[src/ptpm_pkg.sv]
// ----------------------------------------------------------------------------
// Point-to-point mover package
// Shared constants, CORDIC arc table and command codes.
// ----------------------------------------------------------------------------
package ptpm_pkg;

   localparam int CordicSteps = 16;
   localparam int StepCntW    = $clog2(CordicSteps + 1);

   // Working width of the CORDIC datapath: offsets reach 33 bits, gain 1.65
   // and the half-turn pre-rotation add a couple more.
   localparam int DataW = 36;

   localparam logic [31:0] InvGain     = 32'h9B74_EDA8;
   localparam logic [31:0] HalfTurn    = 32'h8000_0000;
   localparam logic [31:0] QuarterTurn = 32'h4000_0000;

   localparam logic [1:0] KIND_TICK  = 2'd0;
   localparam logic [1:0] KIND_MOVE  = 2'd1;
   localparam logic [1:0] KIND_STOP  = 2'd2;
   localparam logic [1:0] KIND_PLACE = 2'd3;

   typedef struct packed {
      logic                 start;
      logic                 vectoring;
      logic signed [DataW-1:0] x0;
      logic signed [DataW-1:0] y0;
      logic [31:0]          z0;
   } cordic_cmd_type;

   typedef struct packed {
      logic                 done;
      logic signed [DataW-1:0] x;
      logic signed [DataW-1:0] y;
      logic [31:0]          z;
   } cordic_res_type;

   function automatic logic [31:0] arc_angle(input logic [4:0] idx);
      logic [31:0] a;
      case (idx)
         5'd0:  a = 32'd536870912;
         5'd1:  a = 32'd316933406;
         5'd2:  a = 32'd167458907;
         5'd3:  a = 32'd85004756;
         5'd4:  a = 32'd42667331;
         5'd5:  a = 32'd21354465;
         5'd6:  a = 32'd10679838;
         5'd7:  a = 32'd5340245;
         5'd8:  a = 32'd2670163;
         5'd9:  a = 32'd1335087;
         5'd10: a = 32'd667544;
         5'd11: a = 32'd333772;
         5'd12: a = 32'd166886;
         5'd13: a = 32'd83443;
         5'd14: a = 32'd41722;
         5'd15: a = 32'd20861;
         5'd16: a = 32'd10430;
         5'd17: a = 32'd5215;
         5'd18: a = 32'd2608;
         5'd19: a = 32'd1304;
         5'd20: a = 32'd652;
         5'd21: a = 32'd326;
         5'd22: a = 32'd163;
         5'd23: a = 32'd81;
         5'd24: a = 32'd41;
         5'd25: a = 32'd20;
         5'd26: a = 32'd10;
         5'd27: a = 32'd5;
         5'd28: a = 32'd3;
         5'd29: a = 32'd1;
         5'd30: a = 32'd1;
         default: a = 32'd0;
      endcase
      return a;
   endfunction

endpackage

[src/ptpm_ifs.sv]
// ----------------------------------------------------------------------------
// Point-to-point mover channel interfaces
// Valid/ready channels for requests, responses and the speed register.
// ----------------------------------------------------------------------------
interface ptpm_req_if;
   logic               valid;
   logic               ready;
   logic [1:0]         kind;
   logic [15:0]        elapsed_ms;
   logic signed [31:0] target_x;
   logic signed [31:0] target_y;
   modport source (output valid, kind, elapsed_ms, target_x, target_y, input ready);
   modport sink   (input valid, kind, elapsed_ms, target_x, target_y, output ready);
endinterface

interface ptpm_rsp_if;
   logic               valid;
   logic               ready;
   logic signed [31:0] now_x;
   logic signed [31:0] now_y;
   logic [15:0]        heading_out;
   logic               moving;
   modport source (output valid, now_x, now_y, heading_out, moving, input ready);
   modport sink   (input valid, now_x, now_y, heading_out, moving, output ready);
endinterface

interface ptpm_csr_if;
   logic        valid;
   logic        ready;
   logic [31:0] move_speed;
   modport source (output valid, move_speed, input ready);
   modport sink   (input valid, move_speed, output ready);
endinterface

[src/ptpm_cordic.sv]
// ----------------------------------------------------------------------------
// Point-to-point mover CORDIC unit
// One shared micro-rotation stage, iterated once per cycle for a full pass.
// ----------------------------------------------------------------------------
module ptpm_cordic
   import ptpm_pkg::*;
(
   input  logic           clock,
   input  logic           reset,
   input  cordic_cmd_type cmd,
   output cordic_res_type res
);

   logic                    busy_ff, busy_in;
   logic                    done_ff, done_in;
   logic                    vec_ff, vec_in;
   logic [StepCntW-1:0]     cnt_ff, cnt_in;
   logic signed [DataW-1:0] x_ff, x_in, y_ff, y_in;
   logic [31:0]             z_ff, z_in;
   logic signed [DataW-1:0] xs, ys;
   logic                    dir_pos;
   logic [31:0]             arc;

   // Arithmetic shifts floor negative values, as required.
   assign xs  = x_ff >>> cnt_ff;
   assign ys  = y_ff >>> cnt_ff;
   assign arc = arc_angle(5'(cnt_ff));
   assign dir_pos = vec_ff ? (y_ff > 0) : !z_ff[31];

   always_comb begin
      busy_in = busy_ff;
      done_in = 1'b0;
      vec_in  = vec_ff;
      cnt_in  = cnt_ff;
      x_in    = x_ff;
      y_in    = y_ff;
      z_in    = z_ff;
      if (cmd.start) begin
         busy_in = 1'b1;
         vec_in  = cmd.vectoring;
         cnt_in  = '0;
         x_in    = cmd.x0;
         y_in    = cmd.y0;
         z_in    = cmd.z0;
      end else if (busy_ff) begin
         if (vec_ff) begin
            if (dir_pos) begin
               x_in = x_ff + ys;  y_in = y_ff - xs;  z_in = z_ff + arc;
            end else begin
               x_in = x_ff - ys;  y_in = y_ff + xs;  z_in = z_ff - arc;
            end
         end else begin
            if (dir_pos) begin
               x_in = x_ff - ys;  y_in = y_ff + xs;  z_in = z_ff - arc;
            end else begin
               x_in = x_ff + ys;  y_in = y_ff - xs;  z_in = z_ff + arc;
            end
         end
         cnt_in = cnt_ff + 1'b1;
         if (cnt_ff == StepCntW'(CordicSteps - 1)) begin
            busy_in = 1'b0;
            done_in = 1'b1;
         end
      end
   end

   always_ff @(posedge clock) begin
      if (reset) begin
         busy_ff <= 1'b0;
         done_ff <= 1'b0;
      end else begin
         busy_ff <= busy_in;
         done_ff <= done_in;
      end
      vec_ff <= vec_in;
      cnt_ff <= cnt_in;
      x_ff   <= x_in;
      y_ff   <= y_in;
      z_ff   <= z_in;
   end

   assign res.done = done_ff;
   assign res.x    = x_ff;
   assign res.y    = y_ff;
   assign res.z    = z_ff;

   a_done_after_busy: assert property (@(posedge clock) disable iff (reset)
      done_ff |-> $past(busy_ff)) else $error("cordic done without a pass");
   a_no_done_busy: assert property (@(posedge clock) disable iff (reset)
      done_ff |-> !busy_ff) else $error("cordic done while still busy");
   a_cnt_range: assert property (@(posedge clock) disable iff (reset)
      busy_ff |-> cnt_ff < StepCntW'(CordicSteps)) else $error("cordic count overrun");

endmodule

[src/ptpm_mul.sv]
// ----------------------------------------------------------------------------
// Point-to-point mover multiplier
// Registered 32 x 32 unsigned multiply, shared by step length and gain scaling.
// ----------------------------------------------------------------------------
module ptpm_mul
   import ptpm_pkg::*;
(
   input  logic        clock,
   input  logic [31:0] a,
   input  logic [31:0] b,
   output logic [63:0] p
);

   logic [63:0] p_ff;

   always_ff @(posedge clock) begin
      p_ff <= 64'(a) * 64'(b);
   end

   assign p = p_ff;

endmodule

[src/point_to_point_mover_top.sv]
// ----------------------------------------------------------------------------
// Point-to-point mover
// Moves a Q16.16 position toward a goal at a programmable constant speed.
// ----------------------------------------------------------------------------
// Every request returns one response. Stop, place and a tick while stopped go
// straight to the response; a move makes one vectoring pass (none when the
// target equals the position), a tick that reaches the goal a vectoring pass,
// and a tick that advances a vectoring and a rotation pass. The time taken is
// set by the single CORDIC stage, which is iterated for each pass, and by the
// one shared 32 x 32 multiplier that forms the step length and scales by the
// CORDIC gain.
// The block takes no request until the response of the previous one has been
// transferred; move_speed may be written whenever the block is idle.
module point_to_point_mover_top
   import ptpm_pkg::*;
(
   input  logic clock,
   input  logic reset,
   ptpm_req_if.sink   req,
   ptpm_rsp_if.source rsp,
   ptpm_csr_if.sink   csr
);

   localparam logic [3:0] ST_IDLE  = 4'd0;
   localparam logic [3:0] ST_STEP  = 4'd1;  // multiply speed by elapsed
   localparam logic [3:0] ST_VEC   = 4'd2;  // start vectoring pass
   localparam logic [3:0] ST_VWAIT = 4'd3;
   localparam logic [3:0] ST_MAGLO = 4'd4;  // magnitude low half times 1/K
   localparam logic [3:0] ST_MAGHI = 4'd5;
   localparam logic [3:0] ST_CMP   = 4'd6;
   localparam logic [3:0] ST_RWAIT = 4'd7;
   localparam logic [3:0] ST_SX    = 4'd8;  // scale x magnitude
   localparam logic [3:0] ST_SY    = 4'd9;  // scale y magnitude
   localparam logic [3:0] ST_ADD   = 4'd10;
   localparam logic [3:0] ST_RESP  = 4'd11;
   localparam logic [3:0] ST_MWAIT = 4'd12;

   logic [3:0]  st_ff, st_in;
   logic [31:0] speed_ff;
   logic signed [31:0] px_ff, px_in, py_ff, py_in, gx_ff, gx_in, gy_ff, gy_in;
   logic [15:0] hd_ff, hd_in;
   logic        act_ff, act_in;
   logic        is_move_ff, is_move_in;
   logic [15:0] ms_ff, ms_in;
   logic [31:0] step_ff, step_in;
   logic [33:0] mag_ff, mag_in;       // magnitude being scaled (below 2^34)
   logic [33:0] acc_ff, acc_in;       // scaled result accumulator
   logic        sgn_ff, sgn_in;
   logic signed [33:0] ax_ff, ax_in;
   logic        sel_hi_ff, sel_hi_in; // set while scaling rotation outputs, clear for the magnitude

   cordic_cmd_type cmd;
   cordic_res_type cres;
   logic [31:0] mul_a, mul_b;
   logic [63:0] mul_p;

   ptpm_cordic u_cordic (.clock(clock), .reset(reset), .cmd(cmd), .res(cres));
   ptpm_mul    u_mul    (.clock(clock), .a(mul_a), .b(mul_b), .p(mul_p));

   logic signed [DataW-1:0] dx, dy, vx0, vy0;
   logic [31:0] vz0, rz;
   logic signed [DataW-1:0] rx0;
   logic [DataW-1:0] xabs;
   logic signed [34:0] sum;
   logic signed [31:0] sat;

   always_comb begin
      dx  = DataW'(gx_ff) - DataW'(px_ff);
      dy  = DataW'(gy_ff) - DataW'(py_ff);
      vx0 = dx[DataW-1] ? -dx : dx;
      vy0 = dx[DataW-1] ? -dy : dy;
      vz0 = dx[DataW-1] ? HalfTurn : 32'd0;
      rz  = {hd_ff, 16'd0};
      rx0 = DataW'({1'b0, step_ff});
      if (rz >= QuarterTurn && rz < (QuarterTurn + HalfTurn)) begin
         rx0 = -rx0;
         rz  = rz - HalfTurn;
      end
      xabs = cres.x[DataW-1] ? DataW'(-cres.x) : DataW'(cres.x);
   end

   always_comb begin
      st_in = st_ff;
      px_in = px_ff; py_in = py_ff; gx_in = gx_ff; gy_in = gy_ff;
      hd_in = hd_ff; act_in = act_ff; is_move_in = is_move_ff; ms_in = ms_ff;
      step_in = step_ff; mag_in = mag_ff; acc_in = acc_ff; sgn_in = sgn_ff;
      ax_in = ax_ff; sel_hi_in = sel_hi_ff;
      cmd = '0;
      mul_a = mag_ff[31:0];
      mul_b = InvGain;
      sum = '0;
      sat = '0;
      case (st_ff)
         ST_IDLE: begin
            if (req.valid) begin
               ms_in = req.elapsed_ms;
               case (req.kind)
                  KIND_TICK: begin
                     is_move_in = 1'b0;
                     st_in = act_ff ? ST_STEP : ST_RESP;
                  end
                  KIND_MOVE: begin
                     gx_in = req.target_x; gy_in = req.target_y;
                     act_in = 1'b1; is_move_in = 1'b1;
                     st_in = ST_VEC;
                  end
                  KIND_STOP: begin
                     act_in = 1'b0; st_in = ST_RESP;
                  end
                  default: begin
                     px_in = req.target_x; py_in = req.target_y;
                     gx_in = req.target_x; gy_in = req.target_y;
                     act_in = 1'b0; st_in = ST_RESP;
                  end
               endcase
            end
         end
         ST_STEP: begin
            mul_a = speed_ff; mul_b = {16'd0, ms_ff};
            st_in = ST_MWAIT;
         end
         ST_MWAIT: begin
            step_in = (mul_p[63:32] != 32'd0) ? 32'hFFFF_FFFF : mul_p[31:0];
            st_in = ST_VEC;
         end
         ST_VEC: begin
            if (is_move_ff && dx == '0 && dy == '0) begin
               hd_in = 16'd0; st_in = ST_RESP;
            end else begin
               cmd.start = 1'b1; cmd.vectoring = 1'b1;
               cmd.x0 = vx0; cmd.y0 = vy0; cmd.z0 = vz0;
               st_in = ST_VWAIT;
            end
         end
         ST_VWAIT: begin
            if (cres.done) begin
               if (is_move_ff) begin
                  hd_in = 16'((cres.z + 32'h8000) >> 16);
                  st_in = ST_RESP;
               end else begin
                  mag_in = xabs[33:0]; sel_hi_in = 1'b0;
                  st_in = ST_MAGLO;
               end
            end
         end
         ST_MAGLO: begin
            // low half first; its product is ready in the next cycle
            mul_a = mag_ff[31:0];
            st_in = ST_MAGHI;
         end
         ST_MAGHI: begin
            mul_a = {30'd0, mag_ff[33:32]};
            acc_in = 34'(mul_p[63:32]);
            st_in = sel_hi_ff ? ST_ADD : ST_CMP;
         end
         ST_CMP: begin
            // acc holds floor(lo*k/2^32); add hi*k now on the multiplier output
            acc_in = acc_ff + mul_p[33:0];
            if (acc_ff + mul_p[33:0] <= {2'b0, step_ff}) begin
               px_in = gx_ff; py_in = gy_ff; act_in = 1'b0;
               st_in = ST_RESP;
            end else begin
               cmd.start = 1'b1; cmd.vectoring = 1'b0;
               cmd.x0 = rx0; cmd.y0 = '0; cmd.z0 = rz;
               st_in = ST_RWAIT;
            end
         end
         ST_RWAIT: begin
            if (cres.done) begin
               mag_in = cres.x[DataW-1] ? 34'(-cres.x) : 34'(cres.x);
               sgn_in = cres.x[DataW-1];
               sel_hi_in = 1'b1;
               st_in = ST_SX;
            end
         end
         ST_SX, ST_SY: begin
            mul_a = mag_ff[31:0];
            st_in = ST_MAGHI;
         end
         ST_ADD: begin
            acc_in = acc_ff + mul_p[33:0];
            // The first pass handles x and the second y; the top bit of ax_ff
            // tells them apart.
            if (!is_move_ff) begin
               sum = 35'(sgn_ff ? -$signed({1'b0, acc_ff + mul_p[33:0]})
                                :  $signed({1'b0, acc_ff + mul_p[33:0]}));
            end
            if (ax_ff[33] == 1'b0) begin
               sum = sum + 35'(px_ff);
               sat = (sum > 35'sd2147483647) ? 32'sh7FFF_FFFF :
                     (sum < -35'sd2147483648) ? 32'sh8000_0000 : sum[31:0];
               px_in = sat;
               ax_in = {1'b1, 33'd0};
               mag_in = cres.y[DataW-1] ? 34'(-cres.y) : 34'(cres.y);
               sgn_in = cres.y[DataW-1];
               st_in = ST_SY;
            end else begin
               sum = sum + 35'(py_ff);
               sat = (sum > 35'sd2147483647) ? 32'sh7FFF_FFFF :
                     (sum < -35'sd2147483648) ? 32'sh8000_0000 : sum[31:0];
               py_in = sat;
               ax_in = '0;
               st_in = ST_RESP;
            end
         end
         ST_RESP: begin
            if (rsp.ready) st_in = ST_IDLE;
         end
         default: st_in = ST_IDLE;
      endcase
   end

   always_ff @(posedge clock) begin
      if (reset) begin
         st_ff <= ST_IDLE;
         speed_ff <= '0;
         px_ff <= '0; py_ff <= '0; gx_ff <= '0; gy_ff <= '0;
         hd_ff <= '0; act_ff <= 1'b0; ax_ff <= '0;
      end else begin
         st_ff <= st_in;
         if (csr.valid) speed_ff <= csr.move_speed;
         px_ff <= px_in; py_ff <= py_in; gx_ff <= gx_in; gy_ff <= gy_in;
         hd_ff <= hd_in; act_ff <= act_in; ax_ff <= ax_in;
      end
      is_move_ff <= is_move_in; ms_ff <= ms_in; step_ff <= step_in;
      mag_ff <= mag_in; acc_ff <= acc_in; sgn_ff <= sgn_in; sel_hi_ff <= sel_hi_in;
   end

   assign req.ready = (st_ff == ST_IDLE);
   assign csr.ready = 1'b1;
   assign rsp.valid = (st_ff == ST_RESP);
   assign rsp.now_x = px_ff;
   assign rsp.now_y = py_ff;
   assign rsp.heading_out = hd_ff;
   assign rsp.moving = act_ff;

   a_one_item: assert property (@(posedge clock) disable iff (reset)
      rsp.valid |-> !req.ready) else $error("request taken with response pending");
   a_stop_clears: assert property (@(posedge clock) disable iff (reset)
      (req.valid && req.ready && (req.kind == KIND_STOP || req.kind == KIND_PLACE))
      |=> !act_ff) else $error("stop or place left block moving");
   a_move_sets: assert property (@(posedge clock) disable iff (reset)
      (req.valid && req.ready && req.kind == KIND_MOVE) |=> act_ff)
      else $error("move did not start motion");

endmodule
[src/flat_wrapper.sv]
// flat-port wrapper written by rule: the top's interface ports become plain ports
module point_to_point_mover_top_flat import ptpm_pkg::*;
  (clock, reset, req_valid, req_kind, req_elapsed_ms, req_target_x, req_target_y, req_ready, rsp_valid, rsp_now_x, rsp_now_y, rsp_heading_out, rsp_moving, rsp_ready, csr_valid, csr_move_speed, csr_ready);
  ptpm_req_if req_i ();
  ptpm_rsp_if rsp_i ();
  ptpm_csr_if csr_i ();
  input  logic clock;
  input  logic reset;
  input wire logic [$bits(req_i.valid)-1:0] req_valid;
  input wire logic [$bits(req_i.kind)-1:0] req_kind;
  input wire logic [$bits(req_i.elapsed_ms)-1:0] req_elapsed_ms;
  input wire logic [$bits(req_i.target_x)-1:0] req_target_x;
  input wire logic [$bits(req_i.target_y)-1:0] req_target_y;
  output wire logic [$bits(req_i.ready)-1:0] req_ready;
  output wire logic [$bits(rsp_i.valid)-1:0] rsp_valid;
  output wire logic [$bits(rsp_i.now_x)-1:0] rsp_now_x;
  output wire logic [$bits(rsp_i.now_y)-1:0] rsp_now_y;
  output wire logic [$bits(rsp_i.heading_out)-1:0] rsp_heading_out;
  output wire logic [$bits(rsp_i.moving)-1:0] rsp_moving;
  input wire logic [$bits(rsp_i.ready)-1:0] rsp_ready;
  input wire logic [$bits(csr_i.valid)-1:0] csr_valid;
  input wire logic [$bits(csr_i.move_speed)-1:0] csr_move_speed;
  output wire logic [$bits(csr_i.ready)-1:0] csr_ready;
  assign req_i.valid = req_valid;
  assign req_i.kind = req_kind;
  assign req_i.elapsed_ms = req_elapsed_ms;
  assign req_i.target_x = req_target_x;
  assign req_i.target_y = req_target_y;
  assign req_ready = req_i.ready;
  assign rsp_valid = rsp_i.valid;
  assign rsp_now_x = rsp_i.now_x;
  assign rsp_now_y = rsp_i.now_y;
  assign rsp_heading_out = rsp_i.heading_out;
  assign rsp_moving = rsp_i.moving;
  assign rsp_i.ready = rsp_ready;
  assign csr_i.valid = csr_valid;
  assign csr_i.move_speed = csr_move_speed;
  assign csr_ready = csr_i.ready;
  point_to_point_mover_top u_core (.clock(clock), .reset(reset), .req(req_i), .rsp(rsp_i), .csr(csr_i));
endmodule
[config.mk]
export PLATFORM = sky130hd
export DESIGN_NAME = point_to_point_mover_top_flat
export DESIGN_NICKNAME = d
export VERILOG_FILES = /design/src/ptpm_pkg.sv /design/src/ptpm_ifs.sv /design/src/ptpm_cordic.sv /design/src/ptpm_mul.sv /design/src/point_to_point_mover_top.sv /design/src/flat_wrapper.sv
export SDC_FILE = /design/constraint.sdc
export NUM_CORES = 2
export LEC_CHECK = 0
export BUFFER_PORTS_ARGS = -buffer_cell sky130_fd_sc_hd__buf_2
export CORE_AREA = 2 2 343 345
export CTS_BUF_LIST = sky130_fd_sc_hd__clkbuf_4 sky130_fd_sc_hd__clkbuf_8
export CTS_CLUSTER_SIZE = 25
export DETAILED_ROUTE_END_ITERATION = 10
export DIE_AREA = 0 0 345 347
export MAX_ROUTING_LAYER = met4
export PLACE_DENSITY_LB_ADDON = 0.2
export SYNTH_ARGS = -nofsm -noshare
export SYNTH_HDL_FRONTEND = slang
export SYNTH_SLANG_ARGS = --single-unit
[constraint.sdc]
create_clock -name clock -period 15.65 [get_ports clock]
set_input_delay 3.13 -clock clock [delete_from_list [all_inputs] [get_ports clock]]
set_output_delay 3.13 -clock clock [all_outputs]
set_load 0.02 [all_outputs]
==> summary.md <==
| Metric | Value |
|---|---|
| Status | finished, final reports clean |
| Final setup TNS | 0 ns |
| Multi-input combinational cell area | between 50,000 and 60,000 um^2 |
| Final-report max-slew violation count | 0 |
| Detail Placement HPWL | 208,000 um |
| Max Cap Violations | 0 |
| Starting density of the core | 64.6% |
| CTS sink count | 507 |
| CTS HTree Levels | 3 |
| Ys flop type | sky130_fd_sc_hd__dfxtp_1 |
| Number of search-and-repair iterations in the first detailed-routing pass | 9 |
| Via count of the first global-routing pass | 66,620 |
| Top routing layer used | met4 |
| Element type at the critical path end | register |
| Max-slew headroom | roughly 11% |
| Gpl congestion | 1.11 |
| Share of synthesized registers carrying an async set or reset | 0% |
| Post-CTS setup buffers | 0 |
| Worst hold path cell count | 2 |
| Cell area after technology mapping | 74,700 um^2 |
| Maximum number of buffers from clock root to sink | 3 |
| Hold bufs inserted after CTS | 0 |
| Final setup violating endpoints | 0 |
| Crit path time final | 11.36 ns |
| Synth-to-Final Area Change | 5.94% |
| Tcrit/Tclk final | 72.6% |
| Dominant cell by count in the synthesized netlist | sky130_fd_sc_hd__inv_1 |
| CP max stage delay | around 0.95 ns |
| Register clock-pin slew on the reported worst setup and hold paths | 0.08 ns |
| Antenna Violating Nets Remaining | 0 |
| Fin Hold WS | 0.480 ns |
| Net count after synthesis | approximately 11,000 |
| Layout cells sized above 1 | 6.79% |
| Number of CTS-inserted buffers | between 90 and 100 |
| 1st-iter DRT viols | around 9,100 |
| Main area contributors after synthesis | sky130_fd_sc_hd__fa_1 (18%), sky130_fd_sc_hd__ha_1 (13%), sky130_fd_sc_hd__edfxtp_1 (9.0%) |
| Yosys synthesis warning count | 0 |
| Destination of the worst hold path | u_core.gy_ff[0] |
| Net count of the finished layout | 10,671 |
| Clock root cell | sky130_fd_sc_hd__clkbuf_8 |
| Clock latency on the worst-skew pair | ~0.90 ns |
| Count of flip-flops with a built-in enable after synthesis | 224 |
| Number of hold-slack violations in the final timing report | 0 |
| Syn Inst Count | 9,136 |
| Total congestion overflow | 0 |
| Area enclosed by the die boundary | 120,000 um^2 |
| Amount of wire on met3 after detailed routing | approximately 32,000 um |
| Total global-route track usage | 44.1% |
| Count of boundary I/O pins | 203 |
| Element type at the critical path start | register |
| Number of rows in the core area | around 130 |
| Utilization after layout | 68.4% |
| Register-to-register path setup slack | around 4.3 ns |
| Reg2Reg Depth | 31 |
| Most frequent CP cell | sky130_fd_sc_hd__fa_1 |
| Core region area | 116,000 um^2 |
| Clock tree from TritonCTS | built |
| Average wire per standard cell | 24.2 um |
| Pin count of the biggest net entering global routing | 113 |
| Die outline height | between 300 and 400 um |
| Reg-to-reg endpoint | u_core.u_mul.p[63] |
| Residual DRC | 0 |
| Post-synth top area cell | sky130_fd_sc_hd__fa_1 |
| WL met1 | 101,000 um |
| Avg Synthesized Cell Area | a little over 8 um^2 |
| Post-cts gate resize count | 0 |
| Setup crit start | u_core.st_ff[3] |
| Flip-flop and latch count after synthesis | between 500 and 600 |
| Crit Path Max Fanout | 36 |
| Die width | around 350 um |
| Clock skew | 0.0722 ns |
| Critical Setup Path Class | reg -> reg |
| Worst reg2reg startpoint | u_core.st_ff[3] |
| Yosys cell types | 104 |
| IO Port Bufs | 201 |
| Data required time of the worst path | 16.42 ns |
| Maximum clock frequency | 0.0881 GHz |
| Worst path slowest cell | sky130_fd_sc_hd__o31ai_1 |
| First-pass GRT wire length | 394,000 um |
| Share of the synthesized area in the top cell type | 18.4% |
| Filler instances | 9,689 |
| Via-to-Cell Ratio | 6.48 |
| Total vias in the final route | 69,337 |
| Total wirelength of the detailed-routed design | 259,000 um |
| Worst min-delay path startpoint | u_core.gy_ff[0] |
| Share of synthesized area occupied by flip-flops and latches | roughly 17% |
| Reg area | between 10,000 and 15,000 um^2 |
| Synth cell count leaders | sky130_fd_sc_hd__inv_1 (1,264), sky130_fd_sc_hd__nand2_1 (1,086), sky130_fd_sc_hd__ha_1 (781) |
| Actual slew at the worst max-slew pin | 1.32 ns |
| RSZ-0062 raised after global routing | no |
| Initial antenna violation count | 17 |
| HP Class | reg -> reg |
| WL met2 | 109,000 um |
| CP arrival | between 10 and 15 ns |
cells by family after synthesis:
| kind of cell | after synthesis | synth area share [%] |
|---|---|---|
| buf+inv | 1696 | 8.59 |
| fa+ha+maj | 1468 | 31.5 |
| simple gates | 2663 | 15.9 |
| flops | 507 | 16.6 |
| xor+xnor | 484 | 5.68 |
| compound gates | 2120 | 18.6 |
| other cells | 1 | 0.00502 |
| mux | 197 | 3.18 |
critical path, delay by kind of cell (launching register included):
family                     cells  cell delay (ns)
AOI/OAI and AO/OA              9             3.00
adders and majority gates      9             4.63
buffers and inverters          4             0.54
DFF                            1             0.75
and+or+nand+nor                9             2.28
cell usage in the layout (no fill, tap or decap), drive strengths merged, types with 141 or more instances in the layout:
cell,instances
nand2,1087
edfxtp,224
buf,277
ha,781
fa,687
xnor2,327
mux2i,141
xor2,157
nor2,778
o21ai,439
a21oi,601
inv,1276
a21o,208
dfxtp,283
registers in the layout, indices dropped and copies added (netlist names), 34 cells and up:
register / count
u_core.mag_ff: 34
u_core.u_cordic.x_ff: 36
u_core.acc_ff: 34
u_core.u_mul.p: 64
u_core.u_cordic.y_ff: 36
metal layers:
layer  track usage, %  vias up
met4             23.3        0
met1             57.2    33061
met3             10.9      872
met2             63.8     4427
met5                -        -
li1                 -    30977
metrics by stage:
stage	setup slack, ns	instances	instance area [um^2]
6_report	4.29	10706	79200
5_1_grt	3.79	10701	79100
4_1_cts	4.55	10688	79100
3_5_place_dp	4.58	10511	76700
3_3_place_gp	4.88	10511	76700
2_1_floorplan	6.27	9136	74700
final cells by class:
class,count,share of cell area [%]
clock inverter,51,0.963
tap,1524,2.41
timing repair buffer,277,2.00
clock buffer,126,2.05
inverter,1270,6.02
sequential,507,15.7
antenna,18,0.0569
multi-input combinational,6933,70.8
how the worst max path moves through the flow:
stage / endpoint / slack, ns
2_1_floorplan: u_core.u_mul.p[56] / 6.27
3_3_place_gp: u_core.u_mul.p[62] / 4.88
3_5_place_dp: u_core.u_mul.p[63] / 4.58
4_1_cts: u_core.u_mul.p[63] / 4.55
5_1_grt: u_core.u_mul.p[63] / 3.79
6_report: u_core.u_mul.p[63] / 4.29
Power is not shown: default switching activity piles up to over one toggle a cycle in this logic, so the estimate is an artifact.
